<file path="config.mk">
export PLATFORM = sky130hd
export DESIGN_NAME = scalar_literal_classifier_core_flat
export DESIGN_NICKNAME = d
export VERILOG_FILES = /design/src/design/slc_pkg.sv /design/src/design/slc_in_if.sv /design/src/design/slc_out_if.sv /design/src/design/slc_scan.sv /design/src/design/slc_classify.sv /design/src/design/scalar_literal_classifier_core.sv /design/src/flat_wrapper.sv
export SDC_FILE = /design/constraint.sdc
export NUM_CORES = 1
export LEC_CHECK = 0
export BUFFER_PORTS_ARGS = -buffer_cell sky130_fd_sc_hd__buf_2
export CORE_MARGIN = 5
export CORE_UTILIZATION = 60
export DETAILED_ROUTE_END_ITERATION = 12
export GPL_ROUTABILITY_DRIVEN = 0
export PLACE_DENSITY = 0.77
export SYNTH_ARGS = -nofsm -noshare
export SYNTH_HDL_FRONTEND = slang
export SYNTH_SLANG_ARGS = --single-unit
export TNS_END_PERCENT = 100
</file>
<file path="constraint.sdc">
create_clock -name clk -period 11.1 [get_ports clk]
set_clock_uncertainty 0.05 [all_clocks]
set_input_delay 1.665 -clock clk [delete_from_list [all_inputs] [get_ports clk]]
set_output_delay 1.665 -clock clk [all_outputs]
set_load 0.05 [all_outputs]
</file>
<file path="src/design/slc_pkg.sv">
// Shared types, codes and next-state functions for the scalar literal classifier.
package slc_pkg;

    localparam int MAG_W = 35;

    localparam logic [MAG_W-1:0] MAG_MAX     = {MAG_W{1'b1}};
    localparam logic [MAG_W-1:0] INT_POS_LIM = MAG_W'(36'h07FFFFFFF);
    localparam logic [MAG_W-1:0] INT_NEG_LIM = MAG_W'(36'h080000000);

    localparam logic [7:0] CH_QUOTE = 8'h27;
    localparam logic [7:0] CH_PLUS  = 8'h2B;
    localparam logic [7:0] CH_MINUS = 8'h2D;
    localparam logic [7:0] CH_DOT   = 8'h2E;
    localparam logic [7:0] CH_ZERO  = 8'h30;
    localparam logic [7:0] CH_NINE  = 8'h39;
    localparam logic [7:0] CH_A     = 8'h61;
    localparam logic [7:0] CH_F     = 8'h66;
    localparam logic [7:0] CH_I     = 8'h69;
    localparam logic [7:0] CH_N     = 8'h6E;

    localparam logic [2:0] CLS_NONE   = 3'd0;
    localparam logic [2:0] CLS_CHAR   = 3'd1;
    localparam logic [2:0] CLS_INT    = 3'd2;
    localparam logic [2:0] CLS_FLOAT  = 3'd3;
    localparam logic [2:0] CLS_DOUBLE = 3'd4;

    localparam logic [1:0] NS_START = 2'd0;
    localparam logic [1:0] NS_INT   = 2'd1;
    localparam logic [1:0] NS_FRAC  = 2'd2;
    localparam logic [1:0] NS_DEAD  = 2'd3;

    localparam logic [2:0] PS_START = 3'd0;
    localparam logic [2:0] PS_INT   = 3'd1;
    localparam logic [2:0] PS_DOT   = 3'd2;
    localparam logic [2:0] PS_FRAC  = 3'd3;
    localparam logic [2:0] PS_DEAD  = 3'd4;

    localparam logic [3:0] WM_START = 4'd0;
    localparam logic [3:0] WM_N     = 4'd1;
    localparam logic [3:0] WM_NA    = 4'd2;
    localparam logic [3:0] WM_NAN   = 4'd3;
    localparam logic [3:0] WM_NANF  = 4'd4;
    localparam logic [3:0] WM_SIGN  = 4'd5;
    localparam logic [3:0] WM_I     = 4'd6;
    localparam logic [3:0] WM_IN    = 4'd7;
    localparam logic [3:0] WM_INF   = 4'd8;
    localparam logic [3:0] WM_INFF  = 4'd9;
    localparam logic [3:0] WM_DEAD  = 4'd10;

    // View of the scan state after the current character (prefix state before it)
    typedef struct packed {
        logic             len_one;
        logic             len_three;
        logic             len_fits_int;
        logic             first_was_quote;
        logic             first_was_digit;
        logic             third_was_quote;
        logic             negative_sign;
        logic [MAG_W-1:0] magnitude;
        logic             int_shape_ok;
        logic [1:0]       number_state;
        logic [2:0]       prefix_before;
        logic [3:0]       word_state;
        logic             is_f;
    } scan_t;

    function automatic logic [1:0] next_number(input logic [1:0] s, input logic dig,
                                               input logic sgn, input logic dot);
        logic [1:0] n;
        n = NS_DEAD;
        unique case (s)
            NS_START: n = (dig || sgn) ? NS_INT : (dot ? NS_FRAC : NS_DEAD);
            NS_INT:   n = dig ? NS_INT : (dot ? NS_FRAC : NS_DEAD);
            NS_FRAC:  n = dig ? NS_FRAC : NS_DEAD;
            default:  n = NS_DEAD;
        endcase
        return n;
    endfunction

    function automatic logic [2:0] next_prefix(input logic [2:0] s, input logic dig,
                                               input logic sgn, input logic dot);
        logic [2:0] n;
        n = PS_DEAD;
        unique case (s)
            PS_START: n = (dig || sgn) ? PS_INT : (dot ? PS_DOT : PS_DEAD);
            PS_INT:   n = dig ? PS_INT : (dot ? PS_DOT : PS_DEAD);
            PS_DOT:   n = dig ? PS_FRAC : PS_DEAD;
            PS_FRAC:  n = dig ? PS_FRAC : PS_DEAD;
            default:  n = PS_DEAD;
        endcase
        return n;
    endfunction

    function automatic logic [3:0] next_word(input logic [3:0] s, input logic [7:0] c);
        logic [3:0] n;
        n = WM_DEAD;
        unique case (s)
            WM_START:
            begin
                if (c == CH_N)
                    n = WM_N;
                else if (c == CH_I)
                    n = WM_I;
                else if (c == CH_PLUS || c == CH_MINUS)
                    n = WM_SIGN;
                else
                    n = WM_DEAD;
            end
            WM_N:    n = (c == CH_A) ? WM_NA : WM_DEAD;
            WM_NA:   n = (c == CH_N) ? WM_NAN : WM_DEAD;
            WM_NAN:  n = (c == CH_F) ? WM_NANF : WM_DEAD;
            WM_SIGN: n = (c == CH_I) ? WM_I : WM_DEAD;
            WM_I:    n = (c == CH_N) ? WM_IN : WM_DEAD;
            WM_IN:   n = (c == CH_F) ? WM_INF : WM_DEAD;
            WM_INF:  n = (c == CH_F) ? WM_INFF : WM_DEAD;
            default: n = WM_DEAD;
        endcase
        return n;
    endfunction

endpackage

</file>
<file path="src/design/slc_in_if.sv">
// Character channel: one beat carries one character of a literal.
interface slc_in_if;
    logic       valid;
    logic       ready;
    logic [7:0] ch;
    logic       last;
    logic       empty_literal;

    modport source (output valid, output ch, output last, output empty_literal, input ready);
    modport sink   (input valid, input ch, input last, input empty_literal, output ready);
endinterface

</file>
<file path="src/design/slc_out_if.sv">
// Result channel: one beat carries the class of a finished literal.
interface slc_out_if;
    logic       valid;
    logic       ready;
    logic [2:0] literal_class;

    modport source (output valid, output literal_class, input ready);
    modport sink   (input valid, input literal_class, output ready);
endinterface

</file>
<file path="src/design/slc_scan.sv">
// Running scan state of the literal and its update for one character.
module slc_scan #(
    parameter int INT_MAX_CHARS = 11
) (
    input  logic                clk,
    input  logic                rst_n,
    input  logic                step,
    input  logic                clear,
    input  logic [7:0]          ch,
    output slc_pkg::scan_t      scan
);
    localparam int CNT_SAT = INT_MAX_CHARS + 4;
    localparam int CNT_W   = $clog2(CNT_SAT + 1);
    localparam int WIDE_W  = slc_pkg::MAG_W + 4;

    logic [CNT_W-1:0]           count_reg, count_next;
    logic                       first_quote_reg, first_quote_next;
    logic                       first_digit_reg, first_digit_next;
    logic                       third_quote_reg, third_quote_next;
    logic                       negative_reg, negative_next;
    logic [slc_pkg::MAG_W-1:0]  mag_reg, mag_next;
    logic                       int_ok_reg, int_ok_next;
    logic [1:0]                 number_reg, number_next;
    logic [2:0]                 prefix_reg, prefix_next;
    logic [3:0]                 word_reg, word_next;

    logic                       dig, sgn, dot, quote, count_zero;
    logic [WIDE_W-1:0]          mag_wide, mag_sum;

    assign dig        = (ch >= slc_pkg::CH_ZERO) && (ch <= slc_pkg::CH_NINE);
    assign sgn        = (ch == slc_pkg::CH_PLUS) || (ch == slc_pkg::CH_MINUS);
    assign dot        = (ch == slc_pkg::CH_DOT);
    assign quote      = (ch == slc_pkg::CH_QUOTE);
    assign count_zero = (count_reg == '0);

    assign mag_wide = {4'b0000, mag_reg};
    assign mag_sum  = (mag_wide << 3) + (mag_wide << 1) + WIDE_W'(ch[3:0]);

    always_comb
    begin
        first_quote_next = count_zero ? quote : first_quote_reg;
        first_digit_next = count_zero ? dig : first_digit_reg;
        negative_next    = count_zero ? (ch == slc_pkg::CH_MINUS) : negative_reg;
        int_ok_next      = count_zero ? (dig || sgn) : (int_ok_reg && dig);
        third_quote_next = (count_reg == CNT_W'(2)) ? quote : third_quote_reg;
        if (!dig)
            mag_next = mag_reg;
        else if (mag_sum > WIDE_W'(slc_pkg::MAG_MAX))
            mag_next = slc_pkg::MAG_MAX;
        else
            mag_next = mag_sum[slc_pkg::MAG_W-1:0];
        number_next = slc_pkg::next_number(number_reg, dig, sgn, dot);
        prefix_next = slc_pkg::next_prefix(prefix_reg, dig, sgn, dot);
        word_next   = slc_pkg::next_word(word_reg, ch);
        count_next  = (count_reg < CNT_W'(CNT_SAT)) ? count_reg + CNT_W'(1) : count_reg;
    end

    always_comb
    begin
        scan.len_one         = (count_next == CNT_W'(1));
        scan.len_three       = (count_next == CNT_W'(3));
        scan.len_fits_int    = (count_next <= CNT_W'(INT_MAX_CHARS));
        scan.first_was_quote = first_quote_next;
        scan.first_was_digit = first_digit_next;
        scan.third_was_quote = third_quote_next;
        scan.negative_sign   = negative_next;
        scan.magnitude       = mag_next;
        scan.int_shape_ok    = int_ok_next;
        scan.number_state    = number_next;
        scan.prefix_before   = prefix_reg;
        scan.word_state      = word_next;
        scan.is_f            = (ch == slc_pkg::CH_F);
    end

    always_ff @(posedge clk or negedge rst_n)
    begin
        if (!rst_n)
        begin
            count_reg       <= '0;
            first_quote_reg <= 1'b0;
            first_digit_reg <= 1'b0;
            third_quote_reg <= 1'b0;
            negative_reg    <= 1'b0;
            mag_reg         <= '0;
            int_ok_reg      <= 1'b1;
            number_reg      <= slc_pkg::NS_START;
            prefix_reg      <= slc_pkg::PS_START;
            word_reg        <= slc_pkg::WM_START;
        end
        else if (clear)
        begin
            count_reg       <= '0;
            first_quote_reg <= 1'b0;
            first_digit_reg <= 1'b0;
            third_quote_reg <= 1'b0;
            negative_reg    <= 1'b0;
            mag_reg         <= '0;
            int_ok_reg      <= 1'b1;
            number_reg      <= slc_pkg::NS_START;
            prefix_reg      <= slc_pkg::PS_START;
            word_reg        <= slc_pkg::WM_START;
        end
        else if (step)
        begin
            count_reg       <= count_next;
            first_quote_reg <= first_quote_next;
            first_digit_reg <= first_digit_next;
            third_quote_reg <= third_quote_next;
            negative_reg    <= negative_next;
            mag_reg         <= mag_next;
            int_ok_reg      <= int_ok_next;
            number_reg      <= number_next;
            prefix_reg      <= prefix_next;
            word_reg        <= word_next;
        end
    end
endmodule

</file>
<file path="src/design/slc_classify.sv">
// Class decision for a literal from its final scan state.
module slc_classify (
    input  slc_pkg::scan_t scan,
    output logic [2:0]     literal_class
);
    logic int_in_range, float_shape, double_shape;

    assign int_in_range = scan.magnitude <= (scan.negative_sign ? slc_pkg::INT_NEG_LIM
                                                                : slc_pkg::INT_POS_LIM);
    assign float_shape  = (scan.word_state == slc_pkg::WM_NANF)
                       || (scan.word_state == slc_pkg::WM_INFF)
                       || (scan.prefix_before == slc_pkg::PS_START)
                       || (scan.prefix_before == slc_pkg::PS_INT)
                       || (scan.prefix_before == slc_pkg::PS_FRAC);
    assign double_shape = (scan.word_state == slc_pkg::WM_NAN)
                       || (scan.word_state == slc_pkg::WM_INF)
                       || (scan.number_state != slc_pkg::NS_DEAD);

    always_comb
    begin
        priority if (scan.len_one && !scan.first_was_digit)
            literal_class = slc_pkg::CLS_CHAR;
        else if (scan.len_three && scan.first_was_quote && scan.third_was_quote)
            literal_class = slc_pkg::CLS_CHAR;
        else if (scan.int_shape_ok && scan.len_fits_int && int_in_range)
            literal_class = slc_pkg::CLS_INT;
        else if (scan.is_f && float_shape)
            literal_class = slc_pkg::CLS_FLOAT;
        else if (double_shape)
            literal_class = slc_pkg::CLS_DOUBLE;
        else
            literal_class = slc_pkg::CLS_NONE;
    end
endmodule

</file>
<file path="src/design/scalar_literal_classifier_core.sv">
// Top level of the scalar literal classifier: input stage, scan state and result stage.
//
//  channel  | dir | payload                      | beats
//  ---------+-----+------------------------------+---------------------------------
//  item     | in  | ch[7:0], last, empty_literal | one per character
//  result   | out | literal_class[2:0]           | one per last or empty_literal beat
//
// One character per cycle unless a stalled result holds an ending beat; classes are registered.
// Both the character register and the class register fill and drain in the same cycle.
// The scan state update and the class decision sit between those two registers.
// Reset clears the scan state and both valid flags; no result is pending after reset.
// A stalled result holds only beats that end a literal; other characters keep flowing.
module scalar_literal_classifier_core #(
    parameter int INT_MAX_CHARS = 11
) (
    input  logic       clk,
    input  logic       rst_n,
    slc_in_if.sink     item,
    slc_out_if.source  result
);
    logic           in_valid_reg;
    logic [7:0]     in_ch_reg;
    logic           in_last_reg;
    logic           in_empty_reg;
    logic           out_valid_reg;
    logic [2:0]     class_reg;

    logic           ends_literal, advance;
    logic [2:0]     scan_class;
    slc_pkg::scan_t scan;

    assign ends_literal = in_last_reg || in_empty_reg;
    assign advance      = in_valid_reg && (!ends_literal || !out_valid_reg || result.ready);
    assign item.ready   = !in_valid_reg || advance;

    always_ff @(posedge clk or negedge rst_n)
    begin
        if (!rst_n)
            in_valid_reg <= 1'b0;
        else if (item.ready)
            in_valid_reg <= item.valid;
    end

    always_ff @(posedge clk)
    begin
        if (item.ready && item.valid)
        begin
            in_ch_reg    <= item.ch;
            in_last_reg  <= item.last;
            in_empty_reg <= item.empty_literal;
        end
    end

    slc_scan #(
        .INT_MAX_CHARS(INT_MAX_CHARS)
    ) u_scan (
        .clk   (clk),
        .rst_n (rst_n),
        .step  (advance && !in_empty_reg),
        .clear (advance && ends_literal),
        .ch    (in_ch_reg),
        .scan  (scan)
    );

    slc_classify u_classify (
        .scan          (scan),
        .literal_class (scan_class)
    );

    always_ff @(posedge clk or negedge rst_n)
    begin
        if (!rst_n)
            out_valid_reg <= 1'b0;
        else if (advance && ends_literal)
            out_valid_reg <= 1'b1;
        else if (result.ready)
            out_valid_reg <= 1'b0;
    end

    always_ff @(posedge clk)
    begin
        if (advance && ends_literal)
            class_reg <= in_empty_reg ? slc_pkg::CLS_NONE : scan_class;
    end

    assign result.valid         = out_valid_reg;
    assign result.literal_class = class_reg;
endmodule

</file>
<file path="src/flat_wrapper.sv">
// flat-port wrapper written by rule: the top's interface ports become plain ports
module scalar_literal_classifier_core_flat 
#(
    parameter int INT_MAX_CHARS = 11
)
  (clk, rst_n, item_valid, item_ch, item_last, item_empty_literal, item_ready, result_valid, result_literal_class, result_ready);
  slc_in_if item_i ();
  slc_out_if result_i ();
  input  logic clk;
  input  logic rst_n;
  input wire logic [$bits(item_i.valid)-1:0] item_valid;
  input wire logic [$bits(item_i.ch)-1:0] item_ch;
  input wire logic [$bits(item_i.last)-1:0] item_last;
  input wire logic [$bits(item_i.empty_literal)-1:0] item_empty_literal;
  output wire logic [$bits(item_i.ready)-1:0] item_ready;
  output wire logic [$bits(result_i.valid)-1:0] result_valid;
  output wire logic [$bits(result_i.literal_class)-1:0] result_literal_class;
  input wire logic [$bits(result_i.ready)-1:0] result_ready;
  assign item_i.valid = item_valid;
  assign item_i.ch = item_ch;
  assign item_i.last = item_last;
  assign item_i.empty_literal = item_empty_literal;
  assign item_ready = item_i.ready;
  assign result_valid = result_i.valid;
  assign result_literal_class = result_i.literal_class;
  assign result_i.ready = result_ready;
  scalar_literal_classifier_core #(.INT_MAX_CHARS(INT_MAX_CHARS)) u_core (.clk(clk), .rst_n(rst_n), .item(item_i), .result(result_i));
endmodule
</file>
# ---- Word-level counts from Yosys, hierarchy flattened
# Cells that the tools add are included.
dict set report word_totals {
  ff_bits 68
  wordCells 150
}
dict set report op_classes {
  add_sub_neg 3
  n_lt_le_gt_ge 6
  n_eq_ne 28
  muxes 57
  reduce_logical 38
}
# op n
set op_table {}
lappend op_table {{$mux W35} 4}
lappend op_table {{$mux W4} 13}
lappend op_table {{$add A38 B36 Y39} 1}
lappend op_table {{$add A39 B4 Y39} 1}
lappend op_table {{$gt A39 B35 Y1 const B} 1}
lappend op_table {{$le A35 B35 Y1} 1}
lappend op_table {{$eq A8 B6 Y1 const B} 4}
lappend op_table {{$eq A8 B7 Y1 const B} 4}
lappend op_table {{$mux W32} 1}
lappend op_table {{$pmux W4 S8} 1}
lappend op_table {{$mux W1} 21}
lappend op_table {{$mux W3} 7}
lappend op_table {{$eq A4 B2 Y1 const B} 5}
lappend op_table {{$eq A4 B3 Y1 const B} 4}
lappend op_table {{$mux W2} 8}
lappend op_table {{$eq A4 B4 Y1 const B} 3}
lappend op_table {{$logic_and A1 B1 Y1} 12}
lappend op_table {{$logic_or A1 B1 Y1} 12}
lappend op_table {{$pmux W3 S3} 1}
lappend op_table {{$eq A4 B1 Y1 const B} 2}
lappend op_table {{$ge A8 B6 Y1 const B} 1}
lappend op_table {{$le A8 B6 Y1 const B} 1}
lappend op_table {{$logic_not A4 Y1} 2}
lappend op_table {{$eq A3 B2 Y1 const B} 2}
lappend op_table {{15 further kinds} 20}

# ---- Depth between registers and ports, before layout
# Gate-level depths: netlist (run 1).
dict set report depth {
  word_depth 16
  mapped_depth 25
}

# ---- Modules after synthesis
# From an unflattened synthesis (run 1), not the netlist that was laid out.
dict set report hier_totals {
  cells_unflattened 851
  hier_area_um2 7113.1
}
# module n_inst cells_per_inst area_each_um2
set by_module_without_submodules {}
lappend by_module_without_submodules {slc_scan 1 712 5704.2}
lappend by_module_without_submodules {slc_classify 1 111 885.8}
lappend by_module_without_submodules {scalar_literal_classifier_core 1 28 523.0}

# ---- Worst setup path before layout (run 1)
# Ideal clock, no wire load.
dict set report synth_path {
  path_kind {register to register}
  from {register u_core.in_ch_reg[3]}
  to {register u_core.class_reg[2] (netlist: u_core.result.literal_class[2]), data pin}
  setup_ns 0.256
  arrival_ns 5.502
  path_slack_ns 5.292
  path_stages_with_launch 25
  n_path_buf 2
  period_less_slack_ns 5.808
  cell_sequence {edfxtp_1 -> inv_1 -> fa_1 -> fa_1 -> nand2b_1 -> a21o_1 -> a211o_1 -> o21a_1 -> o2111ai_2 -> nand3_2 -> a2111oi_4 -> buf_6 -> buf_8 -> a21oi_2 -> ha_1 -> a21oi_1 -> o21ai_0 -> a221oi_1 -> nor3_1 -> a2111o_1 -> a2111oi_0 -> a221oi_1 -> nor3_1 -> a31oi_1 -> and4b_1}
}
dict set report synth_between {
  elab_chain_cells 13
}
# item line
set synth_lines {}
lappend synth_lines {{from (decl)} scalar_literal_classifier_core.sv:22} ;# logic [7:0] in_ch_reg;
lappend synth_lines {{from (signal assigned)} scalar_literal_classifier_core.sv:48} ;# in_ch_reg <= item.ch;
lappend synth_lines {{branches (longest 13 deep; another with $add A39 B4 Y39)} -}
lappend synth_lines {{to (signal assigned)} scalar_literal_classifier_core.sv:83} ;# class_reg <= in_empty_reg ? slc_pkg::CLS_NONE : scan_class;
lappend synth_lines {{to (decl)} scalar_literal_classifier_core.sv:26} ;# logic [2:0] class_reg;
# Several ways; the timed one is not identified.
# A chain may end at the register's enable or synchronous reset.

# ---- Final worst setup path (run 1)
# Same ends and word-level chain as after synthesis.

==> metrics.txt, run 1 <==
register bit total from synthesis=68; Reg power frac=0.427; vias=6218; PD cells=91.5 mW/mm^2; final cycle utilization of the critical path=0.601; count of cell types in the netlist=73; Crit Path Category=reg2reg; synth top area cells=dfrtp_1 (20%), ha_1 (19%), a21oi_1 (6.2%); IO buf count=18; Pleak=3.39 nW; FF-to-FF Start=u_core.in_ch_reg[3]; I/O pins=19; ANT nets after route=0; Post-Syn Nets=922; Die Wd=116 microns; global-route wire length before repair=28000 microns; Seq/Total Area, Yosys=0.261; nets=924; crit path from=u_core.in_ch_reg[3]; switching share of power=0.310; min-delay src=u_core.u_scan.third_quote_reg; Congestion Overflow GR=0; EDFF count, synth=13; max-cap viol count=0; clk buf depth=2; Synth Instances=802; CTS clk-pin slew, worst paths=0.06 ns; Psw=205 uW; type of the worst min-delay path=reg2reg; Rows=38; RSZ-0062 raised after global routing=no; Clk pwr share=0.401; run status=finished, final reports clean; Die Height=116 microns; Num CTS Buffers=9; worst-margin pin slew=1.00 ns; Synth area leader=dfrtp_1; WL final=16900 microns; vias in the first global route=5783; top-area cell type share of the netlist area=0.199; CP max-delay cell=edfxtp_1; P_int=456 uW; CTS Hold Bufs=0; mapped cell area=0.00679 sq mm; Die ar.=0.0135 sq mm; final hold violations=0; drt pass-1 iters=5; Setup Fix Bufs, Post-CTS=0; GRT Overall Usage=0.261; share of layout cells above drive strength 1=0.0952; core area=0.0110 sq mm; Worst-Skew Late Latency=0.35 ns; crit start category=flip-flop; relative slew slack=0.331; area delta synth->final=6.47%; final slew viol count=0; IR drop worst, VDD=0.0000921 V; initial core utilization=0.618; pre-CTS setup slack=4.52 ns; endpoint type of the worst setup path=flip-flop; routed vias/inst=6.55; count of final setup violators=0; setup slack after layout=4.43 ns; ant diodes=0; cts repair resizes=0; FFs w/ async S/R, synth=0.809; largest net degree at the start of global routing=56; Critical Path AT=6.73 ns; cells along the critical path=inv_1, fa_1, fa_1, nand2b_1, a21o_1, a211o_1, o21a_1, o2111ai_2, nand3_2, a2111oi_4, buf_4, a21oi_2, ha_1, a21oi_1, o21ai_0, a221oi_1, nor3_1, a2111o_1, a2111oi_0, a221oi_1, nor3_1, a31oi_1, and4b_1; critical path fanouts, max=18; Worst EP required=11.15 ns; WL/cell=17.8 microns; Combinational Power Share=0.172; CTS sink cnt=68; ys flop type=dfrtp_1; setup_tns=0 ns; root buf cell=clkbuf_16; Fmax=150 MHz; CP max stage delay=0.51 ns; HPWL after DPL=12300 microns; YS warnings=0; Post-Syn Area per Cell=8.46 sq um; Initial DRC Count=451; # DRC=0; initial antenna violation count=0; number of flip-flops in the largest register=35; CTS tree=built; CTS H-tree depth=3; Tmin final=6.67 ns
[power groups by stage]
| stage | registers [mW] | clock network [mW] | logic [mW] |
|---|---|---|---|
| 6_report | 0.282 | 0.265 | 0.114 |
| 5_1_grt | 0.284 | 0.281 | 0.125 |
| 4_1_cts | 0.282 | 0.272 | 0.112 |
| 3_5_place_dp | 0.286 | 0 | 0.112 |
| 3_3_place_gp | 0.285 | 0 | 0.109 |
| 2_1_floorplan | 0.287 | 0 | 0.0786 |
[cells in the final DEF, fill, tap and decap left out, types with 3 or more instances in the layout]
cell / synthesis / routed
o21ai_1: 10 / 9
o211ai_1: 7 / 7
o22ai_1: 4 / 4
and4_1: 3 / 3
and3_1: 5 / 5
clkinv_2: 0 / 3
inv_1: 23 / 23
o22a_1: 3 / 3
and2_1: 5 / 5
a221oi_1: 4 / 4
nor3_1: 18 / 18
a211oi_1: 3 / 3
ha_1: 104 / 104
buf_4: 0 / 7
o21a_1: 6 / 6
edfxtp_1: 13 / 13
a2111oi_0: 3 / 3
or2_2: 5 / 5
a31oi_1: 11 / 11
nand4_1: 16 / 16
nand2_1: 71 / 71
a21oi_2: 19 / 19
xnor2_1: 17 / 17
nand3_1: 13 / 13
or3_1: 6 / 6
nand2b_1: 11 / 11
buf_2: 6 / 18
xor2_1: 15 / 15
o21ai_0: 41 / 41
o31ai_1: 5 / 5
nor2b_1: 8 / 8
dfrtp_1: 54 / 54
nor4_1: 3 / 3
a22o_1: 27 / 27
a21oi_1: 84 / 83
nor2_1: 87 / 87
a21o_1: 17 / 17
o2111ai_1: 3 / 3
clkbuf_16: 0 / 9
[final timing paths]
kind	slack, ns	depth (start not counted)	endpoint
max in group asynchronous	9.10	2	u_core.u_scan.mag_reg[5]
setup reg to reg	4.43	23	u_core.result.literal_class[2]
hold reg to reg	0.44	2	u_core.u_scan.third_quote_reg
min in group asynchronous	1.38	2	u_core.u_scan.mag_reg[11]
setup / recovery	4.43	23	u_core.result.literal_class[2]
hold / removal	0.44	2	u_core.u_scan.third_quote_reg
[stage by stage]
step | hold WS (ns) | area [sq um] | utilization | cells | power, mW
after CTS | 0.447 | 7220 | 0.658 | 949 | 0.666
after floorplan | 0.400 | 6790 | - | 802 | 0.365
after global placement | 0.417 | 6960 | 0.633 | 933 | 0.394
after global routing | 0.476 | 7220 | 0.658 | 949 | 0.690
final | 0.444 | 7220 | 0.658 | 949 | 0.661
after detailed placement | 0.434 | 6960 | 0.633 | 933 | 0.398
[synthesized netlist by cell type (all sizes together), types with 4 or more instances]
cell     instances
nand3           14
or2              5
a2111oi          4
nor2            87
a21o            17
and3             5
clkbuf          24
o31ai            5
nor2b            8
o21a             6
ha             104
nand4           16
o21ai           51
nor3            18
edfxtp          13
buf             10
dfrtp           54
inv             23
nand2b          11
xor2            15
a22o            27
and2             5
a31oi           11
nand2           71
xnor2           17
o211ai           7
a21oi          103
o22ai            4
or3              6
a221oi           4
o2111ai          4
[layer usage]
| layer | share of wire | routed length (microns) | vias to the layer above | track usage |
|---|---|---|---|---|
| met3 | 0.063 | 1060 | 30 | 0.0420 |
| li1 | - | - | 3018 | - |
| met2 | 0.45 | 7590 | 240 | 0.402 |
| met1 | 0.47 | 7860 | 2930 | 0.370 |
| met4 | 0.021 | 355 | 0 | 0.0974 |
| met5 | 0 | 0 | - | 0 |
[worst max-delay path: cells and delay by family (launching register included)]
kind | cells | cell delay (ns)
buffers and inverters | 2 | 0.51
AO/OA/AOI/OAI | 13 | 3.18
flip-flops | 1 | 0.51
AND/OR/NAND/NOR | 5 | 0.87
adder cells (fa/ha/maj) | 3 | 1.27
[cell families after synthesis]
logic type                 share of synthesized area
muxes                                        0.00627
and+or+nand+nor                                0.180
AOI/OAI and AO/OA                              0.277
buffers and inverters                         0.0378
DFF                                            0.261
xor gates and xnor gates                      0.0413
adders and majority gates                      0.198
[layout make-up]
cell class                 instances  area [sq um]
multi-input combinational        677          4780
inverter                          23          86.3
clock buffer                       9           225
tap                              140           175
sequential                        68          1770
fill                             869          3760
timing repair buffer              25           143
clock inverter                     7          43.8
(Power assumes the default switching activity.)
==> inputs of run 2 (changes only) <==
--- a/config.mk
+++ b/config.mk
@@ -7,10 +7,10 @@
 export LEC_CHECK = 0
 export BUFFER_PORTS_ARGS = -buffer_cell sky130_fd_sc_hd__buf_2
 export CORE_MARGIN = 5
-export CORE_UTILIZATION = 60
+export CORE_UTILIZATION = 58
 export DETAILED_ROUTE_END_ITERATION = 12
 export GPL_ROUTABILITY_DRIVEN = 0
-export PLACE_DENSITY = 0.77
+export PLACE_DENSITY = 0.78
 export SYNTH_ARGS = -nofsm -noshare
 export SYNTH_HDL_FRONTEND = slang
 export SYNTH_SLANG_ARGS = --single-unit
==> constraint.sdc (replaced) <==
create_clock -name clk -period 5.4 [get_ports clk]
set_clock_uncertainty 0.05 [all_clocks]
set_input_delay 0.81 -clock clk [delete_from_list [all_inputs] [get_ports clk]]
set_output_delay 0.81 -clock clk [all_outputs]
set_load 0.05 [all_outputs]
==> run 2 against run 1 <==
Against the previous run: via count is 8.8% higher; worst hold slack better by 0.024 ns; setup slack worse by 4.9 ns; largest power group is now clock; the flow now finishes with violations (setup timing); first-iteration DRC count is 23% higher; clock power is 140% higher; register-to-register slack worse by 4.9 ns; clock-buffer cell count stayed put; critical path depth stayed put; sequential share of layout area is 2.8 points lower; global-route usage is 0.085 points higher; maximum frequency is 14% higher.
==> metrics.txt, run 2 (synthesized netlist as in run 1, its figures left out) <==
CP max stage delay=0.45 ns; Buf+Inv Stages, Crit Path=3; setup slack after layout=-0.452 ns; Tmin final=5.85 ns; clk buf depth=2; WL/cell=18.6 microns; nets=1006; ANT nets after route=0; count of final setup violators=2; Crit Path Category=reg2reg; Critical Path AT=5.92 ns; P_int=1.02 mW; final cycle utilization of the critical path=1.08; endpoint type of the worst setup path=flip-flop; routed vias/inst=6.54; commonest non-fill, non-tap cell in the layout=ha_1; Die ar.=0.0140 sq mm; GRT Overall Usage=0.262; Pleak=3.89 nW; vias in the first global route=6676; Initial DRC Count=556; initial core utilization=0.592; PD cells=182 mW/mm^2; IO buf count=18; type of the worst min-delay path=reg2reg; failing checks=setup timing; CTS Hold Bufs=0; setup_tns=-0.815 ns; Psw=460 uW; Fmax=171 MHz; worst-margin pin slew=1.00 ns; run status=finished, violations left; WL final=19200 microns; max-cap viol count=0; critical path fanouts, max=6; switching share of power=0.311; CTS sink cnt=68; Clk pwr share=0.422; Rows=39; ant diodes=0; Num CTS Buffers=9; relative slew slack=0.331; final slew viol count=0; crit start category=flip-flop; CTS clk-pin slew, worst paths=0.07 ns; IR drop worst, VDD=0.000238 V; most frequent CP cell=ha_1; Die Height=118 microns; Die Wd=118 microns; CP delay by family, top=compound AO/OA/AOI/OAI gates; CP max-delay cell=dfrtp_1; initial antenna violation count=0; most frequent cells in the layout=ha_1 (97), nor2_1 (87), buf_4 (85); HPWL after DPL=14000 microns; Power Total=1.48 mW; global-route wire length before repair=30900 microns; final hold violations=0; Congestion Overflow GR=0; RSZ-0062 raised after global routing=yes; number of flip-flops in the largest register=35; Combinational Power Share=0.188; pre-CTS setup slack=-0.403 ns; Worst-Skew Late Latency=0.35 ns; drt pass-1 iters=5; largest net degree at the start of global routing=56; area delta synth->final=20.1%; cells along the critical path=ha_1, ha_1, a21o_1, a31oi_1, o21a_1, o21a_1, o2111ai_2, buf_4, a21o_1, a2111oi_4, buf_4, clkbuf_16, a21oi_4, ha_1, and4_4, a221oi_4, nor3_2, a2111o_1, a2111oi_4, a221oi_2, nor3_1, a31oi_1, and4b_1; vias=6764; root buf cell=clkbuf_16; core area=0.0115 sq mm; CTS H-tree depth=3; I/O pins=19; Worst EP required=5.47 ns; share of layout cells above drive strength 1=0.205; Reg power frac=0.390; CTS tree=built; # DRC=0
==> run 2: path summary, 6_finish.rpt <==
check | startpoint | to | slack, ns | cells after the start
worst min-delay path | u_core.u_scan.negative_reg | u_core.u_scan.negative_reg | 0.47 | 2
worst max register to register | u_core.u_scan.mag_reg[10] | u_core.result.literal_class[2] | -0.45 | 23
max in group asynchronous | rst_n | u_core.u_scan.mag_reg[30] | 4.26 | 2
worst max-delay path | u_core.u_scan.mag_reg[10] | u_core.result.literal_class[2] | -0.45 | 23
min in group asynchronous | rst_n | u_core.u_scan.mag_reg[21] | 0.55 | 2
worst min register to register | u_core.u_scan.negative_reg | u_core.u_scan.negative_reg | 0.47 | 2
==> run 2: per-layer routing <==
metal,vias up,GRT usage,wire length [microns]
li1,3183,-,-
met1,3273,0.342,8270
met2,256,0.441,9300
met3,52,0.0349,1120
met4,0,0.101,510
met5,-,0,0
==> run 2: per-stage QoR <==
stage | area (sq um) | std cells | hold slack [ns] | util
global placement | 7520 | 1006 | 0.417 | 0.656
global route | 8150 | 1034 | 0.493 | 0.711
floorplan | 6810 | 802 | 0.400 | -
CTS | 7850 | 1024 | 0.473 | 0.685
detailed placement | 7520 | 1006 | 0.442 | 0.656
finish | 8150 | 1034 | 0.469 | 0.711
==> run 2: worst min-delay path, delay by kind of cell (launching register included) <==
kind	cells	cell delay (ns)
simple gates	1	0.05
compound gates	1	0.07
flops	1	0.36
==> run 2: what timing repair did <==
action | 4_1_cts | 5_1_grt
gates cloned | 0 | 1
pin swaps | 1 | 5
resized for setup | 2 | 29
buffers inserted | 2 | 9
endpoints found under the setup margin | 2 | 2
==> run 2: cell type report <==
cell class / instances / area [sq um]
tap: 143 / 179
fill: 793 / 3320
inverter: 23 / 86.3
multi-input combinational: 677 / 5000
clock inverter: 7 / 85.1
sequential: 68 / 1770
timing repair buffer: 107 / 800
clock buffer: 9 / 225
==> run 2: power by group through the flow <==
stage                     Combinational (mW)  Clock, mW  Sequential (mW)
after floorplan                        0.162          0            0.589
after global placement                 0.248          0            0.585
after detailed placement               0.259          0            0.586
after CTS                              0.262      0.630            0.577
after global routing                   0.303      0.660            0.581
final                                  0.278      0.625            0.578
